File: config.mk
export PLATFORM = sky130hd
export DESIGN_NAME = lru_session_table
export DESIGN_NICKNAME = d
export VERILOG_FILES = /design/src/rtl/lst_pkg.sv /design/src/rtl/lst_mem.sv /design/src/rtl/lst_scan.sv /design/src/rtl/lru_session_table.sv
export SDC_FILE = /design/constraint.sdc
export NUM_CORES = 2
export LEC_CHECK = 0
export BUFFER_PORTS_ARGS = -buffer_cell sky130_fd_sc_hd__buf_2
export CAP_MARGIN = 20
export CORE_MARGIN = 2
export CORE_UTILIZATION = 55
export CTS_CLUSTER_DIAMETER = 150
export DETAILED_ROUTE_END_ITERATION = 8
export GPL_TIMING_DRIVEN = 0
export PLACE_DENSITY_LB_ADDON = 0.2
export SYNTH_ARGS = -nofsm -noshare
export SYNTH_HDL_FRONTEND = slang
export SYNTH_SLANG_ARGS = --single-unit
File: constraint.sdc
create_clock -name clk -period 21.8 [get_ports clk]
set_clock_uncertainty 0.05 [all_clocks]
set_input_delay 3.27 -clock clk [delete_from_list [all_inputs] [get_ports clk]]
set_output_delay 3.27 -clock clk [all_outputs]
set_load 0.02 [all_outputs]
File: src/rtl/lst_pkg.sv
// shared types, function codes and helpers for the lru session table
package lst_pkg;

  localparam logic [1:0] FN_ACCESS = 2'd0;
  localparam logic [1:0] FN_DELETE = 2'd1;
  localparam logic [1:0] FN_CLEAR  = 2'd2;

  localparam logic [31:0] CNT_MAX = 32'hFFFF_FFFF;

  typedef struct packed {
    logic [1:0]  func;
    logic [63:0] session_key;
  } lst_in_t;

  typedef struct packed {
    logic        hit;
    logic [3:0]  slot;
    logic        evicted;
    logic [63:0] evicted_key;
    logic        removed;
    logic [4:0]  occupancy;
    logic [31:0] hit_count;
    logic [31:0] miss_count;
    logic [31:0] eviction_count;
    logic [31:0] create_count;
  } lst_out_t;

  // one table entry as stored in the ram
  typedef struct packed {
    logic [63:0] key;
    logic [63:0] stamp;
  } lst_entry_t;

  // what the scan found
  typedef struct packed {
    logic match_hit;
    logic old_hit;
    logic free_hit;
  } lst_found_t;

  function automatic logic [31:0] sat_inc(input logic [31:0] v);
    return (v == CNT_MAX) ? v : v + 32'd1;
  endfunction

endpackage

File: src/rtl/lst_mem.sv
// key and stamp ram, one write port and one registered read port
module lst_mem import lst_pkg::*; #(
  parameter int DEPTH = 16,
  parameter int AW    = 4
) (
  input  logic          clk,
  input  logic          we,
  input  logic [AW-1:0] waddr,
  input  lst_entry_t    wdata,
  input  logic          re,
  input  logic [AW-1:0] raddr,
  output lst_entry_t    rdata
);

  lst_entry_t mem [DEPTH];
  lst_entry_t rdata_r;

  always_ff @(posedge clk) begin
    if (we) begin
      mem[waddr] <= wdata;
    end
    if (re) begin
      rdata_r <= mem[raddr];
    end
  end

  assign rdata = rdata_r;

endmodule

File: src/rtl/lst_scan.sv
// walks the entries one per cycle: key match, oldest valid entry, first free slot
module lst_scan import lst_pkg::*; #(
  parameter int AW = 4
) (
  input  logic          clk,
  input  logic          rst_n,
  input  logic          clr,
  input  logic          rd_vld,
  input  logic [AW-1:0] rd_idx,
  input  logic          rd_valid_bit,
  input  lst_entry_t    rd_entry,
  input  logic [63:0]   search_key,
  output lst_found_t    found,
  output logic [AW-1:0] match_idx,
  output logic [AW-1:0] old_idx,
  output logic [63:0]   old_key,
  output logic [AW-1:0] free_idx
);

  lst_found_t    found_r, found_nxt;
  logic [AW-1:0] match_idx_r, old_idx_r, free_idx_r;
  logic [63:0]   old_key_r, old_stamp_r;
  logic          take_match, take_old, take_free;

  always_comb begin
    take_match = rd_vld && rd_valid_bit && !found_r.match_hit &&
                 (rd_entry.key == search_key);
    // strict compare keeps the lowest slot among equal stamps
    take_old   = rd_vld && rd_valid_bit &&
                 (!found_r.old_hit || (rd_entry.stamp < old_stamp_r));
    take_free  = rd_vld && !rd_valid_bit && !found_r.free_hit;
    found_nxt  = found_r;
    if (take_match) found_nxt.match_hit = 1'b1;
    if (take_old)   found_nxt.old_hit   = 1'b1;
    if (take_free)  found_nxt.free_hit  = 1'b1;
  end

  always_ff @(posedge clk) begin
    if (!rst_n) begin
      found_r <= '0;
    end else if (clr) begin
      found_r <= '0;
    end else begin
      found_r <= found_nxt;
    end
    if (take_match) match_idx_r <= rd_idx;
    if (take_old) begin
      old_idx_r   <= rd_idx;
      old_key_r   <= rd_entry.key;
      old_stamp_r <= rd_entry.stamp;
    end
    if (take_free) free_idx_r <= rd_idx;
  end

  assign found     = found_r;
  assign match_idx = match_idx_r;
  assign old_idx   = old_idx_r;
  assign old_key   = old_key_r;
  assign free_idx  = free_idx_r;

endmodule

File: src/rtl/lru_session_table.sv
// lru session table: access and delete pass through the scan, drain and update states before out_valid
// clear and the unused code skip the scan and go straight to update; one word in flight at a time
// the scan reads one ram entry per cycle, and a new word is taken only once busy drops
// out_valid pulses for one cycle, the receiver cannot stall
// synchronous reset empties the table, zeroes the counters and the use clock, limit 16
module lru_session_table import lst_pkg::*; #(
  parameter int SLOTS = 16
) (
  input  logic       clk,
  input  logic       rst_n,
  input  logic       start,
  output logic       busy,
  input  lst_in_t    in_data,
  output logic       out_valid,
  output lst_out_t   out_data,
  input  logic       cfg_we,
  input  logic [4:0] cfg_wdata
);

  localparam int AW = $clog2(SLOTS);
  localparam int CW = $clog2(SLOTS + 1);
  localparam int LW = (CW > 5) ? CW : 5;

  typedef enum logic [1:0] {ST_IDLE, ST_SCAN, ST_DRAIN, ST_UPD} state_t;

  state_t        state_r, state_nxt;
  lst_in_t       item_r;
  logic [4:0]    max_r;
  logic [AW-1:0] addr_r;
  logic          rd_vld_r;
  logic [AW-1:0] rd_idx_r;
  logic [SLOTS-1:0] valid_r, valid_nxt;
  logic [CW-1:0] occ_r, occ_nxt;
  logic [63:0]   clock_r, clock_nxt;
  logic [31:0]   hits_r, misses_r, evicts_r, creates_r;
  logic [31:0]   hits_nxt, misses_nxt, evicts_nxt, creates_nxt;
  logic          out_valid_r;
  lst_out_t      out_r, out_nxt;

  logic          accept;
  logic          mem_we, mem_re;
  logic [AW-1:0] mem_waddr;
  lst_entry_t    mem_wdata, mem_rdata;
  lst_found_t    found;
  logic [AW-1:0] match_idx, old_idx, free_idx;
  logic [63:0]   old_key;

  logic [4:0]    lim5;
  logic [LW-1:0] limit;
  logic          full, do_evict, do_ins;
  logic [AW-1:0] ins_idx, slot_c;

  assign accept = start && (state_r == ST_IDLE);
  assign busy   = (state_r != ST_IDLE);
  assign mem_re = (state_r == ST_SCAN);

  lst_mem #(.DEPTH(SLOTS), .AW(AW)) u_mem (
    .clk   (clk),
    .we    (mem_we),
    .waddr (mem_waddr),
    .wdata (mem_wdata),
    .re    (mem_re),
    .raddr (addr_r),
    .rdata (mem_rdata)
  );

  lst_scan #(.AW(AW)) u_scan (
    .clk          (clk),
    .rst_n        (rst_n),
    .clr          (accept),
    .rd_vld       (rd_vld_r),
    .rd_idx       (rd_idx_r),
    .rd_valid_bit (valid_r[rd_idx_r]),
    .rd_entry     (mem_rdata),
    .search_key   (item_r.session_key),
    .found        (found),
    .match_idx    (match_idx),
    .old_idx      (old_idx),
    .old_key      (old_key),
    .free_idx     (free_idx)
  );

  always_comb begin
    // zero acts as one, anything above the table size as the table size
    lim5  = (max_r == 5'd0) ? 5'd1 : max_r;
    limit = (LW'(lim5) > LW'(SLOTS)) ? LW'(SLOTS) : LW'(lim5);
    full  = (LW'(occ_r) >= limit);

    do_evict = full && found.old_hit;
    if (do_evict) begin
      do_ins  = 1'b1;
      ins_idx = (found.free_hit && (free_idx < old_idx)) ? free_idx : old_idx;
    end else begin
      do_ins  = found.free_hit;
      ins_idx = free_idx;
    end

    state_nxt   = state_r;
    valid_nxt   = valid_r;
    occ_nxt     = occ_r;
    clock_nxt   = clock_r;
    hits_nxt    = hits_r;
    misses_nxt  = misses_r;
    evicts_nxt  = evicts_r;
    creates_nxt = creates_r;
    mem_we      = 1'b0;
    mem_waddr   = ins_idx;
    mem_wdata   = '{key: item_r.session_key, stamp: clock_r};
    slot_c      = '0;
    out_nxt     = '0;

    case (state_r)
      ST_IDLE: begin
        if (start) begin
          if ((in_data.func == FN_ACCESS) || (in_data.func == FN_DELETE)) begin
            state_nxt = ST_SCAN;
          end else begin
            state_nxt = ST_UPD;
          end
        end
      end
      ST_SCAN: begin
        if (addr_r == AW'(SLOTS - 1)) state_nxt = ST_DRAIN;
      end
      ST_DRAIN: begin
        state_nxt = ST_UPD;
      end
      ST_UPD: begin
        state_nxt = ST_IDLE;
        case (item_r.func)
          FN_ACCESS: begin
            if (found.match_hit) begin
              mem_we      = 1'b1;
              mem_waddr   = match_idx;
              clock_nxt   = clock_r + 64'd1;
              hits_nxt    = sat_inc(hits_r);
              out_nxt.hit = 1'b1;
              slot_c      = match_idx;
            end else begin
              misses_nxt = sat_inc(misses_r);
              if (do_evict) begin
                valid_nxt[old_idx]  = 1'b0;
                evicts_nxt          = sat_inc(evicts_r);
                out_nxt.evicted     = 1'b1;
                out_nxt.evicted_key = old_key;
              end
              if (do_ins) begin
                valid_nxt[ins_idx] = 1'b1;
                mem_we             = 1'b1;
                clock_nxt          = clock_r + 64'd1;
                creates_nxt        = sat_inc(creates_r);
                slot_c             = ins_idx;
              end
              // eviction and insert together leave the count unchanged
              if (do_ins && !do_evict) occ_nxt = occ_r + CW'(1);
              if (do_evict && !do_ins) occ_nxt = occ_r - CW'(1);
            end
          end
          FN_DELETE: begin
            if (found.match_hit) begin
              valid_nxt[match_idx] = 1'b0;
              occ_nxt              = occ_r - CW'(1);
              out_nxt.removed      = 1'b1;
              slot_c               = match_idx;
            end
          end
          FN_CLEAR: begin
            valid_nxt = '0;
            occ_nxt   = '0;
          end
          default: begin
          end
        endcase
        out_nxt.slot           = 4'(slot_c);
        out_nxt.occupancy      = 5'(occ_nxt);
        out_nxt.hit_count      = hits_nxt;
        out_nxt.miss_count     = misses_nxt;
        out_nxt.eviction_count = evicts_nxt;
        out_nxt.create_count   = creates_nxt;
      end
      default: begin
        state_nxt = ST_IDLE;
      end
    endcase
  end

  always_ff @(posedge clk) begin
    if (!rst_n) begin
      state_r     <= ST_IDLE;
      max_r       <= 5'd16;
      addr_r      <= '0;
      rd_vld_r    <= 1'b0;
      valid_r     <= '0;
      occ_r       <= '0;
      clock_r     <= '0;
      hits_r      <= '0;
      misses_r    <= '0;
      evicts_r    <= '0;
      creates_r   <= '0;
      out_valid_r <= 1'b0;
    end else begin
      state_r     <= state_nxt;
      valid_r     <= valid_nxt;
      occ_r       <= occ_nxt;
      clock_r     <= clock_nxt;
      hits_r      <= hits_nxt;
      misses_r    <= misses_nxt;
      evicts_r    <= evicts_nxt;
      creates_r   <= creates_nxt;
      rd_vld_r    <= mem_re;
      out_valid_r <= (state_r == ST_UPD);
      if (cfg_we) max_r <= cfg_wdata;
      if (accept) begin
        addr_r <= '0;
      end else if (mem_re) begin
        addr_r <= addr_r + AW'(1);
      end
    end
    if (accept) item_r <= in_data;
    rd_idx_r <= addr_r;
    if (state_r == ST_UPD) out_r <= out_nxt;
  end

  assign out_valid = out_valid_r;
  assign out_data  = out_r;

  a_occ_matches_valid: assert property (@(posedge clk) disable iff (!rst_n)
    occ_r == CW'($countones(valid_r)))
    else $error("occupancy count disagrees with valid bits");

  a_out_after_update: assert property (@(posedge clk) disable iff (!rst_n)
    (state_r == ST_UPD) |=> out_valid)
    else $error("update cycle not followed by a result word");

  a_accept_goes_busy: assert property (@(posedge clk) disable iff (!rst_n)
    accept |=> busy)
    else $error("accepted word did not raise busy");

  a_single_write: assert property (@(posedge clk) disable iff (!rst_n)
    mem_we |-> (state_r == ST_UPD))
    else $error("ram written outside the update cycle");

endmodule
* Yosys cells after proc, flatten, opt, wreduce, memory -nomap -nowiden
Memory sizes are Yosys's and may differ from the RTL's. A register that Yosys moved wholly into a read port is not among the register bits. Cells that the tools add are included. Widths: inputs -> output; s select.
Storage, ports and cells: bits in registers 643, memory bits (writable) 2048, bits of input ports 75, output and inout port bits 206, word-level logic and storage cells 173, memories 1
Memory list:
- u_mem.mem | depth 16, bits a word 128, rd ports 1, clocked after memory_dff 1, write ports 1, RTL line lst_mem.sv:15 | lst_entry_t mem [DEPTH];
Operators by class: $add $sub $neg 8, magnitude comparators 11, eq/ne operators 16, mux-type cells 61, bitwise operators 8, reduce and logical (&&, ||, !) cells 35
Operators with widths (count):
- $mux 32 | 14
- $add 32x1->32 const B | 4
- $eq 32x32->1 const B | 4
- $mux 64 | 2
- $mux 16 | 7
- $mux 65 | 1
- $add 64x1->64 const B | 1
- $eq 64x64->1 | 1
- $lt 64x64->1 | 1
- $pmux 16 s3 | 1
- $and 16x16->16 | 2
- $mux 4 | 8
- $not 16->16 | 2
- $mux 5 | 6
- $lt 4x5->1 const B | 4
- $or 16x16->16 | 1
- $pmux 5 s3 | 1
- $logic_and 1x1->1 | 14
- $demux 1 s4 | 3
- $ge 4x1->1 const B | 3
- $mux 1 | 12
- $pmux 2 s4 | 1
- $pmux 4 s2 | 1
- $eq 2x1->1 const B | 3
- other kinds (24) | 42

* Longest topological paths before layout
word-level depth 15, mapped depth 13, depth with buffers taken out 12

* By module
From an unflattened synthesis, not the netlist that was laid out.
Second synthesis, totals: cells, all modules 6015, area, all modules 110014.3 um^2
By module, submodules not included:
- lst_mem | times used 1, cells each 3365, area each 80612.3 um^2, seq. area each 65342.7 um^2
- lru_session_table | times used 1, cells each 2188, area each 22783.1 um^2, seq. area each 12712.2 um^2
- lst_scan | times used 1, cells each 462, area each 6618.8 um^2, seq. area each 4264.1 um^2

* Least setup slack after synthesis
OpenSTA, ideal clock, no wires.
kind reg2reg, start point reg state_r[0], end point mem u_mem.mem[11][0] in the netlist's numbering (enable), library setup time 0.617 ns, data arrival time 11.739 ns, required time 21.133 ns, slack 9.394 ns, stages on the path, launching flop included 9, path buffers 1, period minus slack after synthesis 12.406 ns, cells stage by stage dfxtp_1 > ha_1 > clkbuf_1 > clkinv_1 > nor2_1 > nand2_1 > a311oi_1 > nand2_1 > nor2_1
Between the ends: cells in the longest elaborated chain, start to end 4, elaborated cells between the ends (all ways) 5, those cells by class 1 x eq/ne; 4 x mux
RTL lines:
- from (decl) | RTL line lru_session_table.sv:26 | state_t state_r, state_nxt;
- from (signal assigned) | RTL line lru_session_table.sv:202 | state_r <= state_nxt;
- $eq 2x2->1 (*) | RTL line lru_session_table.sv:112 | case (state_r)
- $mux 1 | RTL line lru_session_table.sv:112
- $mux 1 | RTL line lst_mem.sv:19 | if (we) begin
- $mux 1 (implied by the code) | RTL line lst_mem.sv:20 | mem[waddr] <= wdata;
- to (decl) | RTL line lst_mem.sv:15
Mark *: on every way between the ends. The rest lies on a longest branch, timed or not.

* Final worst setup path
start point reg state_r[0], end point mem u_mem.mem[13][74] in the netlist's numbering (enable)
Same word-level chain as after synthesis.

==> metrics.log <==
[metrics] IO Pins: 281
[metrics] share of the core filled with cells: 64.2%
[metrics] Sw Share: 24.6%
[metrics] slowest cell on the critical path: sky130_fd_sc_hd__nor2_4
[metrics] EDFF count, synth: 2586
[metrics] class of the tightest hold or removal check: flop to flop
[metrics] highest attainable clock frequency: 0.166 GHz
[metrics] DRC violation count after routing: 0
[metrics] Pwr per Cell Area: 101 nW/um^2
[metrics] Setup Viol. Count Final: 0
[metrics] cell breakdown of the critical path: ha_4 > clkbuf_1 > clkinv_1 > nor2_1 > nand2_1 > a311oi_1 > nand2_1 > nor2_4 > buf_16 > buf_12 > buf_16 > buf_16 > buf_16
[metrics] Crit. End Element: flop
[metrics] synthesis warning total: 0
[metrics] Pint: 9.71 mW
[metrics] post-synth top area share: 71.0%
[metrics] Final Worst Setup Slack: 15.79 ns
[metrics] Largest stage delay, worst path: 0.68 ns
[metrics] Clock transition at path regs: 0.06 ns
[metrics] last weighted congestion value of the routability-driven placer: 0.859
[metrics] detailed-placement wirelength estimate: 177000 um
[metrics] number of failing hold endpoints at the final stage: 0
[metrics] Die Height: 450 um
[metrics] area of all placed cells without fillers: 127000 sq um
[metrics] logic gate share of total power: 13.3%
[metrics] Pleak: 40.6 nW
[metrics] count of TritonRoute iterations in the first routing pass: 6
[metrics] pin count of the biggest net entering global routing: 61
[metrics] via count: 57500
[metrics] Tmin final: 6.01 ns
[metrics] total number of H-tree levels: 5
[metrics] number of buffers added to fix hold violations after cts: 0
[metrics] Required @ worst endpoint: 22.37 ns
[metrics] Max-cap violations: 0
[metrics] area overhead of the layout relative to synthesis: 16.0%
[metrics] input/output buffers: 278
[metrics] Clock Path Buffers: 4
[metrics] drt wl/cell: 29.8 um
[metrics] Worst Max-Slew Pin Slew: 1.09 ns
[metrics] GR Overflow Total: 0
[metrics] data arrival time of the worst path: 6.58 ns
[metrics] TritonCTS buffer count: 297
[metrics] count of buffer and inverter cells on the critical path: 7
[metrics] largest voltage drop on the vdd net: 0.101 mV
[metrics] count of buffers added by post-CTS timing repair for setup: 0
[metrics] placed cells: 8688
[metrics] worst slew slack as a fraction of its limit: 27.6%
[metrics] unrepaired setup endpoints after global routing: no
[metrics] cell mode on critical path: sky130_fd_sc_hd__buf_16
[metrics] Placement Setup Slack: 15.89 ns
[metrics] peak fanout along the critical path: 46
[metrics] effective utilization at floorplan: 55.4%
[metrics] synthesized flop and latch total: 2819
[metrics] final-report max-slew violation count: 0
[metrics] number of cells produced by synthesis: 5604
[metrics] Area contributors post-synth: sky130_fd_sc_hd__edfxtp_1 71%, sky130_fd_sc_hd__mux4_2 13%, sky130_fd_sc_hd__dfxtp_1 4.3%, sky130_fd_sc_hd__xnor2_1 1.3%, sky130_fd_sc_hd__xor2_1 1.3%
[metrics] Yosys cell types: 73
[metrics] net switching power: 3.16 mW
[metrics] std cell rows: 163
[metrics] status: finished clean
[metrics] number of clock sinks: 2819
[metrics] clock root buffer: sky130_fd_sc_hd__clkbuf_16
[metrics] highest-count cells in the layout ignoring fill and taps: 2586 x sky130_fd_sc_hd__edfxtp_1, 644 x sky130_fd_sc_hd__mux4_2, 303 x sky130_fd_sc_hd__clkbuf_16
[metrics] type of the worst setup path: flop to flop
[metrics] category of cells accounting for the largest share of critical-path delay: buffers and inverters
[metrics] Seq pwr share: 50.0%
[metrics] commonest non-fill, non-tap cell in the layout: sky130_fd_sc_hd__edfxtp_1
[metrics] wire length of the first global-routing pass: 393000 um
[metrics] prevailing post-synth register cell: sky130_fd_sc_hd__edfxtp_1
[metrics] Skew-Pair Late Insertion Delay: 0.93 ns
[metrics] width of the chip: 450 um
[metrics] floorplan die area: 202000 sq um
[metrics] 1st-iter DRT viols: 7120
[metrics] number of antenna violations at the first check in global routing: 8
[metrics] Total Routed Length: 274000 um
[metrics] routed vias/inst: 6.24
[metrics] share of layout cells above drive strength 1: 23.6%
[metrics] Overall Global Routing Usage: 27.0%
[metrics] share of the yosys chip area belonging to registers: 75.3%
[metrics] area of the core region: 197000 sq um
[metrics] number of resized instances in the post-cts repair step: 0
[metrics] kind of start point of the critical path: flop
[metrics] Finished Layout Cells: 9222
[metrics] clock tree from TritonCTS: yes
[metrics] power share of the clock group: 36.7%
[metrics] Antenna Nets Post-Route: 0
[metrics] placed standard-cell area: 118000 sq um
[metrics] fraction of synthesis flops using an asynchronous set or reset pin: 0%
[metrics] Nets: 6533
[metrics] top cell type by total area after synthesis: sky130_fd_sc_hd__edfxtp_1
[metrics] post-synthesis instance area: 109000 sq um
[metrics] Power Total: 12.9 mW
[metrics] Post-Synthesis Mean Instance Area: 19.5 sq um
[metrics] Worst Hold Slack: 0.389 ns
[metrics] via count of the first global-routing pass: 56400
[metrics] setup TNS: 0 ns
[metrics] Period Utilization, post-route: 27.6%
[metrics] Net Count, Synth: 5766
[cell families after synthesis]
kind of cell,synth area share [%]
and+or+nand+nor,4.62
xor gates and xnor gates,2.56
muxes,13.4
AOI/OAI and AO/OA,1.76
DFF,75.3
buffers and inverters,1.39
adders and majority gates,0.996
[flip-flops by register name (all words and copies together) (netlist names), 32 cells and up]
| name | cells |
|---|---|
| u_scan.old_key | 64 |
| creates_r | 32 |
| item_r | 66 |
| clock_r | 64 |
| u_mem.mem | 2048 |
| hits_r | 32 |
| misses_r | 32 |
| out_data | 204 |
| u_mem.rdata | 128 |
| u_scan.old_stamp_r | 64 |
| evicts_r | 32 |
[final cells by class]
type | instances | area, sq um
timing repair buffer | 468 | 5070
sequential | 2819 | 82300
clock inverter | 142 | 1070
clock buffer | 365 | 7860
fill | 13200 | 70600
buffer | 263 | 1020
multi-input combinational | 2387 | 25700
antenna | 3 | 7.51
inverter | 135 | 507
tap | 2640 | 3300
[power groups by stage]
| stage | Clock [mW] | Sequential, mW | Combinational, mW |
|---|---|---|---|
| 6_report | 4.72 | 6.44 | 1.71 |
| 5_1_grt | 5.00 | 6.47 | 1.80 |
| 4_1_cts | 4.80 | 6.44 | 1.69 |
| 3_5_place_dp | 0 | 6.55 | 1.68 |
| 3_3_place_gp | 0 | 6.59 | 1.58 |
| 2_1_floorplan | 0 | 6.56 | 0.980 |
[worst reg2reg max path, stage by stage (launching register included)]
cell and delay, ns:
sky130_fd_sc_hd__dfxtp_1 0.47, sky130_fd_sc_hd__ha_4 0.64, sky130_fd_sc_hd__clkbuf_1 0.59, sky130_fd_sc_hd__clkinv_1 0.60, sky130_fd_sc_hd__nor2_1 0.49, sky130_fd_sc_hd__nand2_1 0.26
sky130_fd_sc_hd__a311oi_1 0.51, sky130_fd_sc_hd__nand2_1 0.38, sky130_fd_sc_hd__nor2_4 0.68, sky130_fd_sc_hd__buf_16 0.26, sky130_fd_sc_hd__buf_12 0.21, sky130_fd_sc_hd__buf_16 0.22
sky130_fd_sc_hd__buf_16 0.19, sky130_fd_sc_hd__buf_16 0.19
[routing by layer]
layer / share of wire [%] / track usage (%)
met2: 48 / 43.1
met1: 40 / 38.1
met3: 8.2 / 4.41
met4: 3.9 / 9.93
met5: 0.0047 / 0
[cell usage after synthesis (4+ instances only)]
master and number:
sky130_fd_sc_hd__edfxtp_1 2586, sky130_fd_sc_hd__mux4_2 644, sky130_fd_sc_hd__nor2_1 279, sky130_fd_sc_hd__dfxtp_1 233, sky130_fd_sc_hd__clkbuf_1 197, sky130_fd_sc_hd__nand2_1 191
sky130_fd_sc_hd__xnor2_1 163, sky130_fd_sc_hd__xor2_1 157, sky130_fd_sc_hd__inv_1 132, sky130_fd_sc_hd__nand3_1 111, sky130_fd_sc_hd__o21ai_0 96, sky130_fd_sc_hd__and3_1 91
sky130_fd_sc_hd__ha_1 87, sky130_fd_sc_hd__a21oi_1 80, sky130_fd_sc_hd__nor3_1 77, sky130_fd_sc_hd__nand4_1 76, sky130_fd_sc_hd__buf_1 55, sky130_fd_sc_hd__or3_1 54
sky130_fd_sc_hd__nor4_1 39, sky130_fd_sc_hd__and2_1 29, sky130_fd_sc_hd__a21o_1 23, sky130_fd_sc_hd__o211ai_1 23, sky130_fd_sc_hd__and4_1 15, sky130_fd_sc_hd__mux2i_1 12
sky130_fd_sc_hd__nand2b_1 12, sky130_fd_sc_hd__a22oi_1 10, sky130_fd_sc_hd__or4_1 10, sky130_fd_sc_hd__a31oi_1 9, sky130_fd_sc_hd__buf_2 9, sky130_fd_sc_hd__o21a_1 7
sky130_fd_sc_hd__or2_2 7, sky130_fd_sc_hd__a211oi_1 6, sky130_fd_sc_hd__nor2b_1 6, sky130_fd_sc_hd__o31ai_1 6, sky130_fd_sc_hd__a2111oi_0 5, sky130_fd_sc_hd__a32oi_1 5
sky130_fd_sc_hd__o2111ai_1 4, sky130_fd_sc_hd__o22ai_1 4
[path summary, 6_finish.rpt]
path / depth (start not counted) / from / endpoint / slack, ns
setup / recovery: 13 / state_r[0] / u_mem.mem[13][74] / 15.79
hold reg to reg: 0 / u_mem.rdata[42] / u_scan.old_stamp_r[42] / 0.39
setup reg to reg: 13 / state_r[0] / u_mem.mem[13][74] / 15.79
hold / removal: 0 / u_mem.rdata[42] / u_scan.old_stamp_r[42] / 0.39
(Power assumes the default switching activity.)
